<file path="src/sv/rrqs_pkg.sv">
// Shared types and constants for the round-robin quantum scheduler.
package rrqs_pkg;

    localparam int JOB_COUNT_DEF  = 8;
    localparam int BURST_BITS_DEF = 16;

    localparam int IDX_W      = 3;
    localparam int BURST_IN_W = 16;
    localparam int QUANTUM_W  = 16;
    localparam int WAIT_W     = 20;
    localparam int TOTAL_W    = 22;

    localparam logic [QUANTUM_W-1:0] QUANTUM_RESET = 16'd4;
    localparam logic [TOTAL_W-1:0]   TOTAL_MAX     = {TOTAL_W{1'b1}};

    typedef enum logic {
        REQ_LOAD = 1'b0,
        REQ_TICK = 1'b1
    } t_req;

    typedef struct packed {
        logic               served_valid;
        logic [IDX_W-1:0]   served_job;
        logic               job_finished;
        logic               all_finished;
        logic [TOTAL_W-1:0] total_wait;
    } t_result;

endpackage

</file>
<file path="src/sv/rrqs_next_job.sv">
// Circular priority encoder: first unfinished job after the given one.
module rrqs_next_job
    import rrqs_pkg::*;
#(
    parameter int JOB_COUNT = JOB_COUNT_DEF,
    localparam int CUR_W    = $clog2(JOB_COUNT)
) (
    input  logic [CUR_W-1:0]     i_cur,
    input  logic [JOB_COUNT-1:0] i_done,
    output logic [CUR_W-1:0]     o_next
);

    logic [CUR_W:0]   w_sum;
    logic [CUR_W-1:0] w_slot;

    // Walk from the farthest candidate back so the nearest one wins; keep i_cur if none.
    always_comb begin
        o_next = i_cur;
        w_sum  = '0;
        w_slot = '0;
        for (int k = JOB_COUNT - 1; k >= 1; k--) begin
            w_sum = {1'b0, i_cur} + (CUR_W + 1)'(k);
            if (w_sum >= (CUR_W + 1)'(JOB_COUNT)) begin
                w_sum = w_sum - (CUR_W + 1)'(JOB_COUNT);
            end
            w_slot = w_sum[CUR_W-1:0];
            if (!i_done[w_slot]) begin
                o_next = w_slot;
            end
        end
    end

endmodule

</file>
<file path="src/sv/rrqs_core.sv">
// Job table and one-pass scheduler update for a single transaction.
module rrqs_core
    import rrqs_pkg::*;
#(
    parameter int JOB_COUNT  = JOB_COUNT_DEF,
    parameter int BURST_BITS = BURST_BITS_DEF
) (
    input  logic                  i_clk,
    input  logic                  i_rst_n,
    input  logic                  i_step,
    input  t_req                  i_req,
    input  logic [IDX_W-1:0]      i_idx,
    input  logic [BURST_IN_W-1:0] i_burst,
    input  logic [QUANTUM_W-1:0]  i_quantum,
    output t_result               o_res
);

    localparam int CUR_W  = $clog2(JOB_COUNT);
    localparam int CNT_W  = $clog2(JOB_COUNT + 1);
    localparam int RAW_W  = WAIT_W + CUR_W;
    localparam int SUM_W  = (RAW_W > TOTAL_W) ? RAW_W : TOTAL_W;

    logic [BURST_BITS-1:0] r_rem  [JOB_COUNT];
    logic [WAIT_W-1:0]     r_wait [JOB_COUNT];
    logic [JOB_COUNT-1:0]  r_done;
    logic [CUR_W-1:0]      r_cur;
    logic [QUANTUM_W-1:0]  r_q;
    logic [SUM_W-1:0]      r_sum;

    logic [JOB_COUNT-1:0]  n_done;
    logic [CUR_W-1:0]      n_cur;
    logic [QUANTUM_W-1:0]  n_q;
    logic [SUM_W-1:0]      n_sum;

    logic [BURST_BITS-1:0] w_burst;
    logic [CUR_W-1:0]      w_slot;
    logic                  w_load_ok;
    logic                  w_serve;
    logic                  w_load;
    logic                  w_all_done;
    logic [QUANTUM_W-1:0]  w_q_lim;
    logic [CUR_W-1:0]      w_skip_job;
    logic [CUR_W-1:0]      w_cur1;
    logic [QUANTUM_W-1:0]  w_q0;
    logic [QUANTUM_W-1:0]  w_q1;
    logic [BURST_BITS-1:0] w_rem;
    logic [BURST_BITS-1:0] w_rem_dec;
    logic                  w_fin;
    logic                  w_expire;
    logic [CUR_W-1:0]      w_move_job;
    logic [JOB_COUNT-1:0]  w_age;
    logic [CNT_W-1:0]      w_age_cnt;

    // Fit the incoming burst to the table width.
    always_comb begin
        w_burst = '0;
        for (int b = 0; b < BURST_BITS && b < BURST_IN_W; b++) begin
            w_burst[b] = i_burst[b];
        end
    end

    assign w_slot     = CUR_W'(i_idx);
    assign w_load_ok  = (32'(i_idx) < JOB_COUNT);
    assign w_all_done = &r_done;
    assign w_serve    = i_step && (i_req == REQ_TICK) && !w_all_done;
    assign w_load     = i_step && (i_req == REQ_LOAD) && w_load_ok;
    assign w_q_lim    = (i_quantum == '0) ? QUANTUM_W'(1) : i_quantum;

    rrqs_next_job #(.JOB_COUNT(JOB_COUNT)) u_skip (
        .i_cur  (r_cur),
        .i_done (r_done),
        .o_next (w_skip_job)
    );

    // Skip a current job that is already done, restarting the quantum.
    assign w_cur1    = r_done[r_cur] ? w_skip_job : r_cur;
    assign w_q0      = r_done[r_cur] ? '0 : r_q;
    assign w_q1      = (w_q0 != '1) ? w_q0 + QUANTUM_W'(1) : w_q0;
    assign w_rem     = r_rem[w_cur1];
    assign w_rem_dec = (w_rem != '0) ? w_rem - BURST_BITS'(1) : '0;
    assign w_fin     = (w_rem_dec == '0);
    assign w_expire  = (w_q1 >= w_q_lim);

    rrqs_next_job #(.JOB_COUNT(JOB_COUNT)) u_move (
        .i_cur  (w_cur1),
        .i_done (r_done),
        .o_next (w_move_job)
    );

    always_comb begin
        w_age_cnt = '0;
        for (int i = 0; i < JOB_COUNT; i++) begin
            w_age[i] = !r_done[i] && (CUR_W'(i) != w_cur1) && (r_wait[i] != '1);
            w_age_cnt = w_age_cnt + CNT_W'(w_age[i]);
        end
    end

    always_comb begin
        n_done = r_done;
        n_cur  = r_cur;
        n_q    = r_q;
        n_sum  = r_sum;
        if (w_serve) begin
            n_sum = r_sum + SUM_W'(w_age_cnt);
            if (w_fin) begin
                n_done[w_cur1] = 1'b1;
            end
            if (w_fin || w_expire) begin
                n_cur = w_move_job;
                n_q   = '0;
            end else begin
                n_cur = w_cur1;
                n_q   = w_q1;
            end
        end else if (w_load) begin
            n_sum          = r_sum - SUM_W'(r_wait[w_slot]);
            n_done[w_slot] = (w_burst == '0);
        end
    end

    always_comb begin
        o_res.served_valid = w_serve;
        o_res.served_job   = w_serve ? IDX_W'(w_cur1) : '0;
        o_res.job_finished = w_serve && w_fin;
        o_res.all_finished = &n_done;
        o_res.total_wait   = (n_sum > SUM_W'(TOTAL_MAX)) ? TOTAL_MAX : n_sum[TOTAL_W-1:0];
    end

    always_ff @(posedge i_clk) begin
        if (!i_rst_n) begin
            r_done <= '1;
            r_cur  <= '0;
            r_q    <= '0;
            r_sum  <= '0;
            for (int i = 0; i < JOB_COUNT; i++) begin
                r_wait[i] <= '0;
            end
        end else if (i_step) begin
            r_done <= n_done;
            r_cur  <= n_cur;
            r_q    <= n_q;
            r_sum  <= n_sum;
            for (int i = 0; i < JOB_COUNT; i++) begin
                if (w_serve && w_age[i]) begin
                    r_wait[i] <= r_wait[i] + WAIT_W'(1);
                end else if (w_load && (w_slot == CUR_W'(i))) begin
                    r_wait[i] <= '0;
                end
            end
        end
    end

    // Burst counters are read only for unfinished jobs, which were always loaded.
    always_ff @(posedge i_clk) begin
        if (w_serve) begin
            r_rem[w_cur1] <= w_rem_dec;
        end else if (w_load) begin
            r_rem[w_slot] <= w_burst;
        end
    end

endmodule

</file>
<file path="src/sv/round_robin_quantum_scheduler.sv">
// Round-robin scheduler with a time quantum: input register, job table, result register.
//
// The block keeps a table of JOB_COUNT jobs. A load transaction (req_type 0) sets one job's
// remaining burst and clears its wait count; a zero burst marks the job done at once, and a
// slot at or beyond JOB_COUNT is ignored. A tick transaction (req_type 1) serves the current
// job for one unit and ages every other unfinished job by one; a current job that is already
// done is first skipped to the next unfinished job in circular order. When the served job
// finishes, or when it has run time_quantum ticks (0 acts as 1), service moves to the next
// unfinished job and the quantum restarts. Every transaction returns exactly one result with
// the served job, the finished flags and the saturated total wait. Throughput is one
// transaction per cycle while the result channel is not stalled. An accepted transaction
// sits in the input register until the result register is free; the single-pass table
// update then loads its result into the result register, where o_valid goes high.
// Each table update is one chain of two circular priority encoders, a burst decrement and a
// running wait sum kept in a register. Write time_quantum only while the block is idle.
module round_robin_quantum_scheduler
    import rrqs_pkg::*;
#(
    parameter int JOB_COUNT  = JOB_COUNT_DEF,
    parameter int BURST_BITS = BURST_BITS_DEF
) (
    input  logic                  i_clk,
    input  logic                  i_rst_n,
    // input channel
    input  logic                  i_valid,
    output logic                  o_ready,
    input  logic                  i_req_type,
    input  logic [IDX_W-1:0]      i_job_index,
    input  logic [BURST_IN_W-1:0] i_burst_length,
    // result channel
    output logic                  o_valid,
    input  logic                  i_ready,
    output logic                  o_served_valid,
    output logic [IDX_W-1:0]      o_served_job,
    output logic                  o_job_finished,
    output logic                  o_all_finished,
    output logic [TOTAL_W-1:0]    o_total_wait,
    // configuration
    input  logic                  i_cfg_wr_en,
    input  logic [QUANTUM_W-1:0]  i_cfg_wr_data
);

    logic                  r_in_valid;
    t_req                  r_in_req;
    logic [IDX_W-1:0]      r_in_idx;
    logic [BURST_IN_W-1:0] r_in_burst;
    logic                  r_out_valid;
    t_result               r_result;
    logic [QUANTUM_W-1:0]  r_quantum;

    logic    w_advance;
    logic    w_step;
    t_result w_res;

    // Result register frees up when empty or taken; the input register drains into it.
    assign w_advance = !r_out_valid || i_ready;
    assign w_step    = r_in_valid && w_advance;
    assign o_ready   = !r_in_valid || w_advance;

    always_ff @(posedge i_clk) begin
        if (!i_rst_n) begin
            r_quantum <= QUANTUM_RESET;
        end else if (i_cfg_wr_en) begin
            r_quantum <= i_cfg_wr_data;
        end
    end

    // Input register: hold a transaction until the update stage takes it.
    always_ff @(posedge i_clk) begin
        if (!i_rst_n) begin
            r_in_valid <= 1'b0;
        end else if (i_valid && o_ready) begin
            r_in_valid <= 1'b1;
        end else if (w_step) begin
            r_in_valid <= 1'b0;
        end
    end

    always_ff @(posedge i_clk) begin
        if (i_valid && o_ready) begin
            r_in_req   <= t_req'(i_req_type);
            r_in_idx   <= i_job_index;
            r_in_burst <= i_burst_length;
        end
    end

    rrqs_core #(
        .JOB_COUNT  (JOB_COUNT),
        .BURST_BITS (BURST_BITS)
    ) u_core (
        .i_clk     (i_clk),
        .i_rst_n   (i_rst_n),
        .i_step    (w_step),
        .i_req     (r_in_req),
        .i_idx     (r_in_idx),
        .i_burst   (r_in_burst),
        .i_quantum (r_quantum),
        .o_res     (w_res)
    );

    // Result register: load on each table update, drop once taken.
    always_ff @(posedge i_clk) begin
        if (!i_rst_n) begin
            r_out_valid <= 1'b0;
        end else if (w_step) begin
            r_out_valid <= 1'b1;
        end else if (i_ready) begin
            r_out_valid <= 1'b0;
        end
    end

    always_ff @(posedge i_clk) begin
        if (w_step) begin
            r_result <= w_res;
        end
    end

    assign o_valid        = r_out_valid;
    assign o_served_valid = r_result.served_valid;
    assign o_served_job   = r_result.served_job;
    assign o_job_finished = r_result.job_finished;
    assign o_all_finished = r_result.all_finished;
    assign o_total_wait   = r_result.total_wait;

    // Every update lands in the result register on the next edge.
    a_step_fills_out: assert property (@(posedge i_clk) disable iff (!i_rst_n)
        w_step |=> r_out_valid)
        else $error("update did not produce a result");

    // A tick that serves nothing only happens with every job done.
    a_idle_tick: assert property (@(posedge i_clk) disable iff (!i_rst_n)
        (w_step && (r_in_req == REQ_TICK) && !w_res.served_valid) |-> w_res.all_finished)
        else $error("idle tick with unfinished jobs");

    // A served job that did not finish is still pending.
    a_served_pending: assert property (@(posedge i_clk) disable iff (!i_rst_n)
        (w_step && w_res.served_valid && !w_res.job_finished) |-> !w_res.all_finished)
        else $error("served job left pending but all finished");

    // Loading a nonzero burst into a real slot leaves work to do.
    a_load_pending: assert property (@(posedge i_clk) disable iff (!i_rst_n)
        (w_step && (r_in_req == REQ_LOAD) && (r_in_burst != '0) &&
         (32'(r_in_idx) < JOB_COUNT) && (BURST_BITS >= BURST_IN_W))
        |-> !w_res.all_finished)
        else $error("load of a nonzero burst reported all finished");

endmodule

</file>
<file path="config.mk">
export PLATFORM = sky130hd
export DESIGN_NAME = round_robin_quantum_scheduler
export DESIGN_NICKNAME = d
export VERILOG_FILES = /design/src/sv/rrqs_pkg.sv /design/src/sv/rrqs_next_job.sv /design/src/sv/rrqs_core.sv /design/src/sv/round_robin_quantum_scheduler.sv
export SDC_FILE = /design/constraint.sdc
export NUM_CORES = 1
export LEC_CHECK = 0
export ABC_AREA = 1
export BUFFER_PORTS_ARGS = -buffer_cell sky130_fd_sc_hd__buf_2
export CORE_MARGIN = 5
export CORE_UTILIZATION = 39
export CTS_CLUSTER_SIZE = 30
export DETAILED_ROUTE_END_ITERATION = 8
export PLACE_DENSITY = 0.54
export SLEW_MARGIN = 20
export SYNTH_ARGS = -nofsm -noshare
export SYNTH_HDL_FRONTEND = slang
export SYNTH_SLANG_ARGS = --single-unit
</file>
<file path="constraint.sdc">
create_clock -name i_clk -period 10.9 [get_ports i_clk]
set_input_delay 0.545 -clock i_clk [delete_from_list [all_inputs] [get_ports i_clk]]
set_output_delay 0.545 -clock i_clk [all_outputs]
set_load 0.05 [all_outputs]
</file>
==> run_results.csv, run 1 <==
group,metric,value,unit
die,io_pins,71,
grt,grt_pass1_wl,103,mm
setup_path,crit_required,11.19,ns
final_layout,drive_above_1_share,7.75,%
synthesis,synth_cell_types,62,
sta,rsz0062_at_grt,"no",
clock_network,root_buffer,"clkbuf_16",
detailed_routing,finalWirelength,65.9,mm
detailed_routing,route.detailed.wl_per_inst,17.0,um
final_layout,layout_commonest_cell,"nand2_1",
synthesis,synth_area_per_cell,8.03,um2
synthesis,synth_seq_cells,407,
clock_network,cts.sink_count,407,
clock_network,cts_buffer_depth,3,
clock_network,cts_resized,0,
clock_network,cts.htree.levels,2,
clock_network,cts_buffers,48,
synthesis,synth_edf_count,336,
placement,globalplace.congestion,0.890,
die,dieArea,0.0670,mm2
sta,worst_slew_pin_slew,1.08,ns
detailed_routing,drtIter0Drc,1756,
synthesis,ys.flop_type,"edfxtp_1",
synthesis,yosysTopAreaCell,"edfxtp_1",
die,initial_core_util,39.3,%
grt,grt_max_degree,90,
final_layout,syn_to_final_growth,11.2,%
sta,slew_headroom,27.5,%
die,die_y,259,um
pwr,power_density,160,mW/mm2
clock_network,post_cts_buffers,0,
final_layout,final_cells,3874,
detailed_routing,antenna_left,0,
pwr,peakVddDrop,122,uV
die,rows,91,
final_layout,fillers,6110,
setup_path,critPathKind,"reg2reg",
synthesis,yosysSeqAreaShare,47.7,%
synthesis,async_flop_share,0,%
synthesis,synth_fp_nets,3117,
synthesis,synthTopCellsByArea,"edfxtp_1, nand2_1, dfxtp_1, inv_1, nand3_1",
synthesis,yosysTopAreaCellShare,41.8,%
sta,slew_violations,0,
synthesis,yosys_warnings,0,
sta,period_share,83.7,%
detailed_routing,drcViolationCount,0,
sta,hold-worst-slack,0.117,ns
grt,grt_pass1_vias,19199,
die,die_w,259,um
setup_path,arrival,9.41,ns
final_layout,final_nets,3154,
job,cap_violations,0,
sta,hold_viol,0,
sta,setup_viol,0,
setup_path,crit_buf_inv,13,
setup_path,cp_common_cell,"inv_1",
setup_path,cp-start-kind,"flop",
synthesis,synth_cells,3007,
synthesis,netlist_area,0.0241,mm2
placement,post-place-ws,1.82,ns
worst_hold_path,hp-class,"in2reg",
clock_network,postCtsHoldBufs,0,
sta,finalSetupTns,0,ns
setup_path,cp_slowest_cell,"buf_4",
sta,min_period,9.12,ns
sta,max_freq,110,MHz
setup_path,endpoint_kind,"flop",
die,coreArea,0.0615,mm2
clock_network,cts_tree,"built",
final_layout,layout_common_cells,"nand2_1, edfxtp_1, inv_1",
grt,gr-total-overflow,0,
clock_network,clkTransAtPathRegs,0.06,ns
sta,setup_ws,1.78,ns
pwr,p_leak,10.9,nW
detailed_routing,vias,20123,
final_layout,insertedDiodeCount,0,
placement,dp_cells,3781,
run_status,status,"finished, final reports clean",
grt,grt_usage,19.0,%
detailed_routing,routed_via_density,5.19,
setup_path,cpLargestDelayFamily,"simple AND/OR/NAND/NOR gates",
sta,finalClockSkew,0.0316,ns
placement,hpwlAfterDp,46.0,mm
setup_path,critical_path.max_stage_delay,0.69,ns
detailed_routing,first_pass_iters,5,
grt,antenna_found_initial,0,
setup_path,critPathMaxFanout,89,
clock_network,clock_latency,0.61,ns
placement,io_buffers,70,
==> cell usage after synthesis (22+ instances only) <==
master / instances
nor3_1: 81
xor2_1: 48
a21oi_1: 189
nor4_1: 23
nand2_1: 768
o21ai_0: 194
nand4_1: 38
inv_1: 322
ha_1: 63
clkbuf_1: 69
nor3b_1: 49
nand3_1: 241
dfxtp_1: 71
buf_2: 22
edfxtp_1: 336
nor2_1: 294
==> worst register-to-register path, delay by kind of cell (launching register included) <==
family                     cells  cell delay (ns)
AOI/OAI and AO/OA              4             0.84
xor gates and xnor gates       2             0.24
adders and majority gates      6             2.26
buffers and inverters         13             2.19
DFF                            1             0.64
and+or+nand+nor               20             2.61
==> registers in the layout, summed over array words and instances (netlist names), 8 cells and up, named ones only <==
| name | flops |
|---|---|
| r_quantum | 16 |
| u_core.r_rem | 128 |
| r_in_burst | 16 |
| u_core.r_q | 16 |
| u_core.r_sum | 23 |
| u_core.r_wait | 160 |
| u_core.r_done | 8 |
| o_total_wait | 22 |
==> final cells by class <==
cell class,count,area (um2),share of cell area (%)
sequential,407,11500,42.9
multi-input combinational,2143,10800,40.4
inverter,341,1280,4.78
clock buffer,55,1250,4.65
tap,790,988,3.68
timing repair buffer,103,613,2.29
clock inverter,35,352,1.31
==> report_power, final <==
part	total [W]	internal [W]	leakage, nW	switching (W)
Combinational	0.000806	0.000228	6.26	0.000578
Clock	0.00164	0.000952	0.778	0.000690
Sequential	0.00186	0.00181	3.85	0.0000475
Total	0.00430	0.00299	10.9	0.00132
==> routing by layer <==
metal	GRT usage, %	vias to the layer above	part of all wire (%)	routed length, um
met1	26.7	9324	47	31000
met3	2.89	106	4.9	3210
met5	0	-	0	0
li1	-	10211	-	-
met4	6.11	0	2.9	1940
met2	30.5	482	45	29800
==> cells by family (layout without fill, tap and decap cells) <==
group                      count (synthesis)  count (layout)  synth area share [%]
muxes                                      5               5                 0.207
xor gates and xnor gates                  63              63                  2.29
buffers and inverters                    457             534                  7.61
adders and majority gates                 69              69                  3.76
DFF                                      407             407                  47.7
and+or+nand+nor                         1538            1538                  27.8
AOI/OAI and AO/OA                        468             468                  10.6
==> final timing paths <==
path,start,to,slack (ns),cells after the start
hold / removal,i_burst_length[9],r_in_burst[9],0.12,1
setup / recovery,u_core.r_cur[0],o_total_wait[5],1.78,45
setup reg to reg,u_core.r_cur[0],o_total_wait[5],1.78,45
hold reg to reg,u_core.r_q[0],u_core.r_q[0],0.47,2
==> per-stage QoR <==
stage	area [um2]	utilization (%)	total power (W)
after floorplan	24100	-	0.00247
after global placement	25200	40.9	0.00267
after detailed placement	25200	41.0	0.00269
after CTS	26800	43.6	0.00435
after global routing	26800	43.6	0.00452
final	26800	43.6	0.00430
No activity file was read; power rests on OpenSTA's default activity.
==> inputs of run 2 (changes only) <==
--- a/config.mk
+++ b/config.mk
@@ -5,13 +5,13 @@
 export SDC_FILE = /design/constraint.sdc
 export NUM_CORES = 1
 export LEC_CHECK = 0
-export ABC_AREA = 1
+export ABC_AREA = 0
 export BUFFER_PORTS_ARGS = -buffer_cell sky130_fd_sc_hd__buf_2
 export CORE_MARGIN = 5
 export CORE_UTILIZATION = 39
 export CTS_CLUSTER_SIZE = 30
 export DETAILED_ROUTE_END_ITERATION = 8
-export PLACE_DENSITY = 0.54
+export PLACE_DENSITY = 0.56
 export SLEW_MARGIN = 20
 export SYNTH_ARGS = -nofsm -noshare
 export SYNTH_HDL_FRONTEND = slang
==> constraint.sdc (replaced) <==
create_clock -name i_clk -period 7.55 [get_ports i_clk]
set_input_delay 0.3775 -clock i_clk [delete_from_list [all_inputs] [get_ports i_clk]]
set_output_delay 0.3775 -clock i_clk [all_outputs]
set_load 0.05 [all_outputs]
==> run 2 against run 1 <==
  * Register-to-register slack worse by 1.4 ns
  * Worst setup slack worse by 1.4 ns
  * Critical path type unchanged
  * Worst hold slack worse by 0.080 ns
  * Largest power group unchanged
  * First-iteration DRC count up 4.8%
==> run_results.csv, run 2 <==
group,metric,value,unit
sta,setup_viol,0,
setup_path,cp.depth,33,
detailed_routing,antenna_left,0,
pwr,p_leak,10.4,nW
detailed_routing,finalWirelength,76.8,mm
clock_network,cts_tree,"built",
die,die_y,267,um
sta,finalClockSkew,0.0248,ns
synthesis,netlist_area,0.0257,mm2
die,die_w,267,um
sta,worst_slew_pin_slew,1.11,ns
final_layout,insertedDiodeCount,0,
grt,grt_pass1_wl,118,mm
worst_hold_path,whs_path_depth,3,
sta,slew_violations,0,
final_layout,final_nets,2728,
synthesis,yosysTopAreaCell,"edfxtp_1",
final_layout,syn_to_final_growth,12.9,%
final_layout,reg_top3,"u_core.r_wait (160), u_core.r_rem (128), u_core.r_sum (23)",
detailed_routing,drcViolationCount,0,
synthesis,synth_area_per_cell,10.1,um2
setup_path,critPathKind,"reg2reg",
clock_network,cts_buffers,46,
sta,setup_ws,0.356,ns
pwr,switching_power,0.00161,W
synthesis,yosysSeqAreaShare,44.9,%
synthesis,synth_cell_types,108,
sta,min_period,7.19,ns
grt,gr-total-overflow,0,
die,io_pins,71,
final_layout,final_cells,3518,
synthesis,yosys_warnings,0,
synthesis,synth_seq_cells,407,
detailed_routing,first_pass_iters,8,
grt,grt_max_degree,73,
grt,antenna_found_initial,2,
clock_network,clock_latency,0.59,ns
clock_network,cts_buffer_depth,3,
grt,grt_usage,20.9,%
setup_path,crit_required,7.87,ns
sta,max_freq,139,MHz
synthesis,synth_edf_count,336,
synthesis,synthTopCellsByArea,"edfxtp_1, dfxtp_1, nor2_1, mux4_2, mux2i_1",
pwr,p_sw_share,28.1,%
sta,slew_headroom,25.7,%
final_layout,layout_common_cells,"edfxtp_1, nor2_1, nand2_1",
sta,hold_viol,0,
detailed_routing,route.detailed.wl_per_inst,21.8,um
synthesis,synth_fp_nets,2647,
placement,globalplace.congestion,0.900,
final_layout,layout_commonest_cell,"edfxtp_1",
pwr,power_frac_clock,37.3,%
run_status,status,"finished, final reports clean",
clock_network,root_buffer,"clkbuf_16",
synthesis,synth_cells,2537,
pwr,p_int,0.00413,W
setup_path,arrival,7.52,ns
synthesis,ys.flop_type,"edfxtp_1",
job,cap_violations,0,
synthesis,netlist_top_cells_count,"edfxtp_1, nor2_1, nand2_1",
setup_path,endpoint_kind,"flop",
detailed_routing,vias,20759,
clock_network,cts.htree.levels,2,
worst_hold_path,hp-class,"in2reg",
setup_path,crit_buf_inv,8,
setup_path,reg2regPathDepth,33,
grt,grt_pass1_vias,20364,
placement,post-place-ws,0.0903,ns
setup_path,critPathMaxFanout,23,
final_layout,regMostFlops,"u_core.r_wait",
placement,hpwlAfterDp,53.8,mm
setup_path,critical_path.max_stage_delay,0.57,ns
final_layout,post-route-util,44.2,%
setup_path,cpLargestDelayFamily,"adder cells",
detailed_routing,drtIter0Drc,1840,
setup_path,cp_common_cell,"inv_2",
pwr,seqPwrFrac,46.6,%
synthesis,async_flop_share,0,%
clock_network,cts.sink_count,407,
die,initial_core_util,39.2,%
die,rows,94,
final_layout,fillers,6172,
pwr,power_density,198,mW/mm2
synthesis,yosysTopAreaCellShare,39.3,%
placement,io_buffers,70,
clock_network,clkTransAtPathRegs,0.06,ns
setup_path,cp-start-kind,"flop",
pwr,pwr-share-comb,16.1,%
final_layout,largest_reg_flops,160,
die,coreArea,0.0655,mm2
pwr,peakVddDrop,181,uV
setup_path,cp_slowest_cell,"mux4_2",
pwr,design_power_total,0.00574,W
final_layout,drive_above_1_share,14.7,%
sta,period_share,95.3,%
placement,dp_cells,3404,
detailed_routing,routed_via_density,5.90,
die,dieArea,0.0710,mm2
==> run 2: cell count changes after synthesis, moves of 32 or more <==
cell	change
xnor2_1	+57
inv_1	-252
nand2_1	-555
a21oi_1	-84
nor2_1	+42
mux2i_1	+98
nand3_1	-59
and3_1	+52
mux2_2	+32
o21ai_0	-113
nor3b_1	-45
mux4_2	+53
xor2_1	+58
==> run 2: path summary, 6_finish.rpt <==
kind                    startpoint         endpoint  slack, ns
hold / removal    i_cfg_wr_data[0]     r_quantum[0]       0.04
hold reg to reg      u_core.r_q[1]    u_core.r_q[1]       0.45
setup / recovery   u_core.r_cur[0]  o_total_wait[4]       0.36
setup reg to reg   u_core.r_cur[0]  o_total_wait[4]       0.36
==> run 2: power by group through the flow <==
stage / Clock [W] / Combinational, W / Sequential [W]
final: 0.00214 / 0.000925 / 0.00268
after global placement: 0 / 0.000892 / 0.00272
after CTS: 0.00220 / 0.000922 / 0.00268
after detailed placement: 0 / 0.000908 / 0.00272
after floorplan: 0 / 0.000608 / 0.00272
after global routing: 0.00229 / 0.00101 / 0.00269
==> run 2: metal layers <==
layer / GRT usage, % / part of all wire (%) / vias to the layer above
li1: - / - / 9630
met4: 6.89 / 3.5 / 2
met1: 27.9 / 43 / 10274
met3: 3.03 / 5.9 / 163
met5: 0 / 0.010 / -
met2: 35.3 / 48 / 690
==> run 2: cells by family (layout without fill, tap and decap cells) <==
group | after synthesis | count (layout) | share of synthesized area [%]
mux | 199 | 199 | 10.7
compound gates | 448 | 448 | 12.4
xor+xnor | 178 | 178 | 6.08
flops | 407 | 407 | 44.9
fa+ha+maj | 69 | 69 | 3.54
simple gates | 1021 | 1021 | 18.9
buf+inv | 215 | 332 | 3.57
==> run 2: area by class of cell <==
| type | instances | area, um2 | area share (%) |
|---|---|---|---|
| well taps | 864 | 1080 | 3.73 |
| inverters | 72 | 274 | 0.946 |
| clock inverters | 21 | 171 | 0.592 |
| clock buffers | 63 | 1260 | 4.33 |
| repair buffers | 176 | 1210 | 4.18 |
| flip-flops and latches | 407 | 11500 | 39.7 |
| multi-input cells | 1915 | 13500 | 46.5 |
==> run 2: worst reg2reg max path, delay by kind of cell, from the launching register on <==
family	cells	cell delay (ns)
AOI/OAI and AO/OA	7	1.16
and+or+nand+nor	8	0.99
xor gates and xnor gates	1	0.15
buffers and inverters	8	0.89
muxes	2	0.90
adders and majority gates	7	2.49
DFF	1	0.35
==> run 2: stage by stage <==
| step | hold slack (ns) | setup TNS, ns | cell area, um2 |
|---|---|---|---|
| 2_1_floorplan | 0.427 | -12.63 | 25800 |
| 3_3_place_gp | 0.437 | 0 | 27200 |
| 3_5_place_dp | 0.447 | 0 | 27200 |
| 4_1_cts | 0.00343 | 0 | 28900 |
| 5_1_grt | 0.0303 | -0.0389 | 29000 |
| 6_report | 0.0368 | 0 | 29000 |
==> run 2: timing repair <==
action | 4_1_cts | 5_1_grt
gates resized for setup | 0 | 7
hold buffers | 24 | 0
setup endpoints to repair | 0 | 43
setup buffers | 0 | 6
endpoints found under the hold margin | 24 | 0
